--- config.mk ---
export PLATFORM = sky130hd
export DESIGN_NAME = sha1_stream_hasher_core
export DESIGN_NICKNAME = d
export VERILOG_FILES = /design/src/hw/rtl/sha1_pkg.sv /design/src/hw/rtl/sha1_front.sv /design/src/hw/rtl/sha1_back.sv /design/src/hw/rtl/sha1_stream_hasher_core.sv
export SDC_FILE = /design/constraint.sdc
export NUM_CORES = 2
export LEC_CHECK = 0
export BUFFER_PORTS_ARGS = -buffer_cell sky130_fd_sc_hd__buf_2
export CORE_ASPECT_RATIO = 2
export CORE_UTILIZATION = 55
export CTS_CLUSTER_SIZE = 40
export DETAILED_ROUTE_END_ITERATION = 10
export PLACE_DENSITY = 0.71
export SYNTH_ARGS = -nofsm -noshare
export SYNTH_HDL_FRONTEND = slang
export SYNTH_SLANG_ARGS = --single-unit
--- constraint.sdc ---
create_clock -name clock -period 17.25 [get_ports clock]
set_input_delay 1.725 -clock clock [delete_from_list [all_inputs] [get_ports clock]]
set_output_delay 1.725 -clock clock [all_outputs]
set_load 0.02 [all_outputs]
--- src/hw/rtl/sha1_pkg.sv ---
`timescale 1ns / 1ps
package sha1_pkg;
   localparam logic [31:0] IV0 = 32'h67452301;
   localparam logic [31:0] IV1 = 32'hEFCDAB89;
   localparam logic [31:0] IV2 = 32'h98BADCFE;
   localparam logic [31:0] IV3 = 32'h10325476;
   localparam logic [31:0] IV4 = 32'hC3D2E1F0;
   localparam logic [31:0] K0 = 32'h5A827999;
   localparam logic [31:0] K1 = 32'h6ED9EBA1;
   localparam logic [31:0] K2 = 32'h8F1BBCDC;
   localparam logic [31:0] K3 = 32'hCA62C1D6;
   localparam logic [7:0] PAD_BYTE = 8'h80;
   localparam int QDEPTH = 4;

   localparam logic OP_ABSORB = 1'b0;
   localparam logic OP_FINISH = 1'b1;

   typedef struct packed {
      logic       opcode;
      logic [7:0] data_byte;
   } item_type;

   typedef enum logic [2:0] {
      ST_IDLE, ST_FILL, ST_LEN, ST_ROUND, ST_ADD, ST_EMIT
   } state_type;
endpackage

--- src/hw/rtl/sha1_front.sv ---
`timescale 1ns / 1ps
module sha1_front import sha1_pkg::*; (
   input  logic     clock,
   input  logic     reset,
   input  logic     in_valid,
   output logic     in_ready,
   input  item_type in_item,
   output logic     out_valid,
   input  logic     out_ready,
   output item_type out_item
);
   localparam int AW = $clog2(QDEPTH);
   item_type        mem [QDEPTH];
   logic [AW-1:0]   wp_ff, wp_in, rp_ff, rp_in;
   logic [AW:0]     cnt_ff, cnt_in;
   logic            push, pop;

   assign in_ready  = cnt_ff != (AW+1)'(QDEPTH);
   assign out_valid = cnt_ff != '0;
   assign push      = in_valid && in_ready;
   assign pop       = out_valid && out_ready;
   assign out_item  = mem[rp_ff];
   assign wp_in     = push ? wp_ff + 1'b1 : wp_ff;
   assign rp_in     = pop ? rp_ff + 1'b1 : rp_ff;
   assign cnt_in    = cnt_ff + (AW+1)'(push) - (AW+1)'(pop);

   always_ff @(posedge clock) begin
      if (push) begin
         mem[wp_ff] <= in_item;
      end
      if (reset) begin
         wp_ff  <= '0;
         rp_ff  <= '0;
         cnt_ff <= '0;
      end else begin
         wp_ff  <= wp_in;
         rp_ff  <= rp_in;
         cnt_ff <= cnt_in;
      end
   end
endmodule

--- src/hw/rtl/sha1_back.sv ---
`timescale 1ns / 1ps
module sha1_back import sha1_pkg::*; (
   input  logic        clock,
   input  logic        reset,
   input  logic        in_valid,
   output logic        in_ready,
   input  item_type    in_item,
   output logic        out_valid,
   input  logic        out_ready,
   output logic [31:0] out_word,
   output logic [2:0]  out_index,
   output logic        out_last
);
   state_type    st_ff, st_in;
   logic [31:0]  w_ff [16];
   logic [31:0]  h_ff [5];
   logic [31:0]  a_ff, b_ff, c_ff, d_ff, e_ff;
   logic [60:0]  tot_ff;
   logic [6:0]   rnd_ff;
   logic [3:0]   fw_ff;
   logic         fin_ff, len_ff;
   logic [2:0]   oi_ff;

   logic [5:0]   pos;
   logic [31:0]  wn, f, k, t, sh_byte;
   logic [63:0]  bits;
   logic         take;

   assign pos  = tot_ff[5:0];
   assign bits = {tot_ff, 3'b000};
   assign wn   = (rnd_ff < 7'd16) ? w_ff[0] :
                 {w_ff[13] ^ w_ff[8] ^ w_ff[2] ^ w_ff[0]} << 1 |
                 {w_ff[13] ^ w_ff[8] ^ w_ff[2] ^ w_ff[0]} >> 31;

   always_comb begin
      if (rnd_ff < 7'd20) begin
         f = (b_ff & c_ff) | (~b_ff & d_ff); k = K0;
      end else if (rnd_ff < 7'd40) begin
         f = b_ff ^ c_ff ^ d_ff; k = K1;
      end else if (rnd_ff < 7'd60) begin
         f = (b_ff & c_ff) | (b_ff & d_ff) | (c_ff & d_ff); k = K2;
      end else begin
         f = b_ff ^ c_ff ^ d_ff; k = K3;
      end
   end
   assign t = {a_ff[26:0], a_ff[31:27]} + f + e_ff + k + wn;

   assign in_ready  = st_ff == ST_IDLE;
   assign take      = in_valid && in_ready;
   assign out_valid = st_ff == ST_EMIT;
   assign out_word  = h_ff[oi_ff];
   assign out_index = oi_ff;
   assign out_last  = oi_ff == 3'd4;
   assign sh_byte   = {24'd0, in_item.opcode ? PAD_BYTE : in_item.data_byte}
                      << (5'(3 - pos[1:0]) << 3);

   always_comb begin
      st_in = st_ff;
      case (st_ff)
         ST_IDLE: begin
            if (take) begin
               if (in_item.opcode == OP_FINISH) st_in = ST_FILL;
               else if (pos == 6'd63) st_in = ST_ROUND;
            end
         end
         ST_FILL: begin
            if (fw_ff == 4'd15) st_in = len_ff ? ST_LEN : ST_ROUND;
         end
         ST_LEN:   st_in = ST_ROUND;
         ST_ROUND: if (rnd_ff == 7'd79) st_in = ST_ADD;
         ST_ADD: begin
            if (!fin_ff) st_in = ST_IDLE;
            else if (!len_ff) st_in = ST_FILL;
            else st_in = ST_EMIT;
         end
         ST_EMIT:  if (out_ready && oi_ff == 3'd4) st_in = ST_IDLE;
         default:  st_in = ST_IDLE;
      endcase
   end

   // w_ff is a 16-entry window rotated one word per cycle during rounds; fill zeros the words after the finish word
   always_ff @(posedge clock) begin
      case (st_ff)
         ST_IDLE: begin
            if (take) begin
               if (pos[1:0] == 2'd0) w_ff[pos[5:2]] <= sh_byte;
               else w_ff[pos[5:2]] <= w_ff[pos[5:2]] | sh_byte;
               if (in_item.opcode == OP_FINISH) fw_ff <= pos[5:2];
            end
         end
         ST_FILL: begin
            if (fw_ff != 4'd15) begin
               fw_ff <= fw_ff + 4'd1;
               w_ff[fw_ff + 4'd1] <= '0;
            end
         end
         ST_LEN: begin
            w_ff[14] <= bits[63:32];
            w_ff[15] <= bits[31:0];
         end
         ST_ROUND: begin
            for (int i = 0; i < 15; i++) w_ff[i] <= w_ff[i+1];
            w_ff[15] <= wn;
         end
         ST_ADD: begin
            // second padding block: all zeros before the length words
            if (fin_ff && !len_ff) begin
               for (int i = 0; i < 16; i++) w_ff[i] <= '0;
            end
         end
         default: ;
      endcase
      if (st_ff == ST_ROUND) begin
         a_ff <= t; b_ff <= a_ff; c_ff <= {b_ff[1:0], b_ff[31:2]};
         d_ff <= c_ff; e_ff <= d_ff;
      end else begin
         a_ff <= h_ff[0]; b_ff <= h_ff[1]; c_ff <= h_ff[2];
         d_ff <= h_ff[3]; e_ff <= h_ff[4];
      end
   end

   always_ff @(posedge clock) begin
      if (reset) begin
         st_ff  <= ST_IDLE;
         tot_ff <= '0;
         rnd_ff <= '0;
         fin_ff <= 1'b0;
         len_ff <= 1'b0;
         oi_ff  <= '0;
         h_ff   <= '{IV0, IV1, IV2, IV3, IV4};
      end else begin
         st_ff <= st_in;
         case (st_ff)
            ST_IDLE: begin
               rnd_ff <= '0;
               if (take) begin
                  if (in_item.opcode == OP_FINISH) begin
                     fin_ff <= 1'b1;
                     len_ff <= pos < 6'd56;
                  end else begin
                     tot_ff <= tot_ff + 61'd1;
                  end
               end
            end
            ST_FILL: ;
            ST_ROUND: rnd_ff <= rnd_ff + 7'd1;
            ST_ADD: begin
               rnd_ff <= '0;
               h_ff[0] <= h_ff[0] + a_ff; h_ff[1] <= h_ff[1] + b_ff;
               h_ff[2] <= h_ff[2] + c_ff; h_ff[3] <= h_ff[3] + d_ff;
               h_ff[4] <= h_ff[4] + e_ff;
               if (fin_ff && !len_ff) begin
                  len_ff <= 1'b1;
               end
            end
            ST_EMIT: begin
               if (out_ready) begin
                  oi_ff <= oi_ff + 3'd1;
                  if (oi_ff == 3'd4) begin
                     oi_ff  <= '0;
                     fin_ff <= 1'b0;
                     len_ff <= 1'b0;
                     tot_ff <= '0;
                     h_ff   <= '{IV0, IV1, IV2, IV3, IV4};
                  end
               end
            end
            default: ;
         endcase
      end
   end
endmodule

--- src/hw/rtl/sha1_stream_hasher_core.sv ---
`timescale 1ns / 1ps
// SHA-1 byte stream hasher.
// req channel: one word per message byte. tuser = opcode (0 absorb,
// 1 finish), tdata = data_byte (ignored on finish).
// rsp channel: five words after each finish; tdata = digest word (bits
// 31:0) then word index (34:32), zero fill to 40 bits; tlast on word 4.
// A small queue in front lets up to four request words wait while a block
// is compressed. Absorb takes a byte while the core is idle, and each full
// 64-byte block is compressed one round per cycle in a single round unit,
// then the chaining add. Finish takes the word, fills the rest of the block
// with zero words, writes the length words and compresses the padding
// block; a second padding block adds another fill and length write. Then
// the five digest words follow, one per cycle while rsp_tready is high.
// A stalled receiver holds the current digest word; requests queue until
// the queue is full. Synchronous reset restores the initial chaining words
// and clears the byte count and queue.
module sha1_stream_hasher_core import sha1_pkg::*; (
   input  logic        clock,
   input  logic        reset,
   input  logic        req_tvalid,
   output logic        req_tready,
   input  logic [7:0]  req_tdata,  // [7:0] data_byte
   input  logic        req_tuser,  // [0] opcode
   output logic        rsp_tvalid,
   input  logic        rsp_tready,
   output logic [39:0] rsp_tdata,  // [31:0] digest_word, [34:32] word_index
   output logic        rsp_tlast
);
   item_type qi, qo;
   logic     qv, qr;
   logic [31:0] w;
   logic [2:0]  idx;

   assign qi.opcode    = req_tuser;
   assign qi.data_byte = req_tdata;

   sha1_front u_front (
      .clock(clock), .reset(reset),
      .in_valid(req_tvalid), .in_ready(req_tready), .in_item(qi),
      .out_valid(qv), .out_ready(qr), .out_item(qo)
   );

   sha1_back u_back (
      .clock(clock), .reset(reset),
      .in_valid(qv), .in_ready(qr), .in_item(qo),
      .out_valid(rsp_tvalid), .out_ready(rsp_tready),
      .out_word(w), .out_index(idx), .out_last(rsp_tlast)
   );

   assign rsp_tdata = {5'd0, idx, w};
endmodule

==> summary.txt <==
Cells and area
  – Synth-to-Final Area Change: 8.28%
  – Non-filler cells, final: 6673
  – Fillers: 8569
  – Most common cell after layout, fill and taps aside: nand2_1
  – Nets: 5641
  – Share of layout cells above drive strength 1: 9.52%
  – Fin area: 60400 µm²
  – Most frequent cells in the layout: 716 x nand2_1, 552 x edfxtp_1, 529 x a21o_1, 403 x dfxtp_1, 315 x nor2_1

Setup path
  – R2R depth: 25
  – Worst reg2reg setup slack: 9.63 ns
  – Crit end category: flop
  – Setup crit start: u_back.rnd_ff[4]
  – Worst r2r src: u_back.rnd_ff[4]
  – R2R Path End: u_back.a_ff[31]
  – CP max FO: 37
  – Cell mode on critical path: fa_1
  – Slowest CP cell: a211oi_1
  – Worst EP required: 17.86 ns
  – Worst EP arrival: 8.23 ns
  – Largest stage delay, worst path: 0.79 ns
  – Setup CP Type: reg -> reg
  – CP Launch Type: flop

Routing
  – Top sig layer: met5
  – Met1 WL: 59100 µm
  – DRC: 0
  – Vias/cell: 6.51
  – Routed met3 length: 12700 µm
  – Drt first pass iters: 5
  – WL per Instance: 28.2 µm
  – Vias: 43.5k
  – DR iter-0 viols: 3656
  – Met2 wire len: 93600 µm
  – ANT nets after route: 0
  – Routed WL: 188000 µm

Yosys
  – Asr flop ratio synth: 0%
  – Sequential cell area fraction in the yosys report: 44.4%
  – Unique masters post-synth: 98
  – Synthesized cell area: 55800 µm²
  – Post-synth EDFFs: 552
  – Synthesized area per cell: 10.4 µm²
  – Post-synth top area share: 29.7%
  – Main flop type after synthesis: edfxtp_1
  – YS warnings: 0
  – Synth top area cells: edfxtp_1 30%, dfxtp_1 15%, a21o_1 7.1%
  – Number of synthesized register bits: 961
  – Mapped Cells: 5348
  – Area leader, netlist: edfxtp_1

Pwr
  – Tot Pwr: 10700 µW
  – Power per standard cell area: 177 nW/µm²
  – Leakage: 0.0264 µW
  – Peak VDD IR: 0.144 mV

Timing
  – Final hold violations: 0
  – Worst-Margin Slew: 1.52 ns
  – Skew final: 0.0425 ns
  – Endpoints failing setup: 0
  – RSZ-0062 raised after global routing: false
  – Post-layout min period: 7.62 ns
  – Part of the cycle the worst path needs: 44.2%
  – Relative slew slack: -3.16%
  – F_max: 131 MHz
  – TNS Setup: 0 ns
  – Max-slew violation count: 3

Global routing
  – Largest net degree at the start of global routing: 213
  – Antenna violations before repair: 1
  – First-pass GRT wire length: 276000 µm
  – Vias in the first global route: 43.8k
  – Gr usage total: 37.0%
  – Total congestion overflow: 0

Worst hold path
  – Hold path depth: 2
  – Hold Crit Class: reg -> reg
  – Worst hold start: u_back.h_ff[68]
  – Worst Hold End: u_back.c_ff[4]

Placement
  – Dpl cell area: 57400 µm²
  – Gpl congestion: 0.997
  – Port bufs: 50
  – DPL Wire Length: 130000 µm
  – Placed Instances: 6509

Floorplan
  – Horiz. Die Dim: 227 µm
  – I/O pin count: 56
  – Die height: 452 µm
  – Die area: 103000 µm²
  – CORE AREA: 100000 µm²
  – Rows: 164
  – Initial Util: 55.7%

Clock network
  – H-tree level count: 3
  – CTS root buf: clkbuf_16
  – Worst-Skew Late Latency: 0.71 ns
  – Clock slew at reported path FFs: 0.07 ns
  – Resized Gates After CTS: 0
  – CTS tree: yes
  – Longest Clk Path Bufs: 3
  – Post-CTS Setup Bufs: 0
  – CTS sink cnt: 961
  – Total CTS buffers: 87
  – CTS Hold Bufs: 0

Job
  – Maxcap violations: 1

Outcome
  – Status: finished, violations left
  – Failing checks: capacitance limit, slew limit
power by group:
group / switching (µW) / internal (µW) / leakage [µW]
Sequential: 425 / 3090 / 0.00849
Combinational: 3060 / 2000 / 0.0164
Clock: 923 / 1200 / 0.00147
critical path, delay by kind of cell, from the launching register on:
family | cells | cell delay (ns)
DFF | 1 | 0.53
AOI/OAI and AO/OA | 10 | 3.06
adders and majority gates | 5 | 2.04
buffers and inverters | 5 | 1.00
and+or+nand+nor | 4 | 0.72
xor gates and xnor gates | 1 | 0.13
per-stage QoR:
step,utilization [%],hold slack [ns],setup slack (ns)
2_1_floorplan,-,0.439,11.42
3_3_place_gp,57.3,0.463,9.88
3_5_place_dp,57.3,0.471,9.77
4_1_cts,60.3,0.469,9.75
5_1_grt,60.3,0.496,9.41
6_report,60.3,0.478,9.63
flip-flops by register name, summed over array words and instances (netlist names), named ones only:
| register | count |
|---|---|
| u_back.len_ff | 1 |
| u_back.w_ff | 512 |
| u_front.wp_ff | 2 |
| u_back.e_ff | 32 |
| u_back.out_index | 3 |
| u_front.mem | 36 |
| u_back.rnd_ff | 7 |
| u_back.h_ff | 160 |
| u_back.b_ff | 32 |
| u_back.d_ff | 32 |
| u_back.c_ff | 32 |
| u_back.tot_ff | 61 |
| u_back.st_ff | 3 |
| u_back.fw_ff | 4 |
| u_front.rp_ff | 2 |
| u_back.fin_ff | 1 |
| u_back.a_ff | 32 |
| u_front.cnt_ff | 3 |
layout make-up:
cell class	count	area [µm²]	area share (%)
Antenna cell	1	2.50	0.00414
Clock buffer	116	2380	3.94
Clock inverter	46	634	1.05
Inverter	268	1010	1.67
Multi-Input combinational cell	3824	29100	48.1
Sequential cell	961	24800	41.0
Tap cell	1328	1660	2.75
Timing Repair Buffer	129	866	1.43
cells by family (layout without fill, tap and decap cells):
| family | Yosys count | count (layout) | synth area share [%] |
|---|---|---|---|
| AOI/OAI and AO/OA | 1493 | 1493 | 17.9 |
| and+or+nand+nor | 1449 | 1449 | 11.5 |
| DFF | 961 | 961 | 44.4 |
| buffers and inverters | 567 | 559 | 3.97 |
| adders and majority gates | 357 | 357 | 9.69 |
| xor gates and xnor gates | 302 | 302 | 4.74 |
| muxes | 218 | 218 | 7.77 |
| other | 1 | 6 | 0.00672 |
routing by layer:
| metal | up-vias | global-route usage, % |
|---|---|---|
| met5 | - | 0 |
| met4 | 2 | 37.2 |
| met3 | 852 | 6.18 |
| met2 | 2072 | 63.4 |
| met1 | 21400 | 36.8 |
| li1 | 19200 | - |
synthesized netlist by cell type (all sizes together), types with 38 or more instances:
library cell    n
nand3          70
a211oi         45
mux2i          41
nor2b          77
nor2          324
a21oi         273
o21ai         282
xor2           91
a21o          529
buf            71
ha            232
clkbuf        228
nor3           64
a22oi          97
nand2b         38
xnor2         211
edfxtp        552
inv           267
nand2         723
dfxtp         409
mux4          169
fa            125
worst max path at each step:
stage | endpoint | slack [ns] | depth (start not counted)
after detailed placement | u_back.a_ff[31] | 9.77 | 25
after CTS | u_back.a_ff[31] | 9.75 | 25
after global routing | u_back.a_ff[31] | 9.41 | 25
final | u_back.a_ff[31] | 9.63 | 25
after floorplan | u_back.a_ff[31] | 11.42 | 24
after global placement | u_back.a_ff[31] | 9.88 | 25
Power figures use the tool's default switching activity.
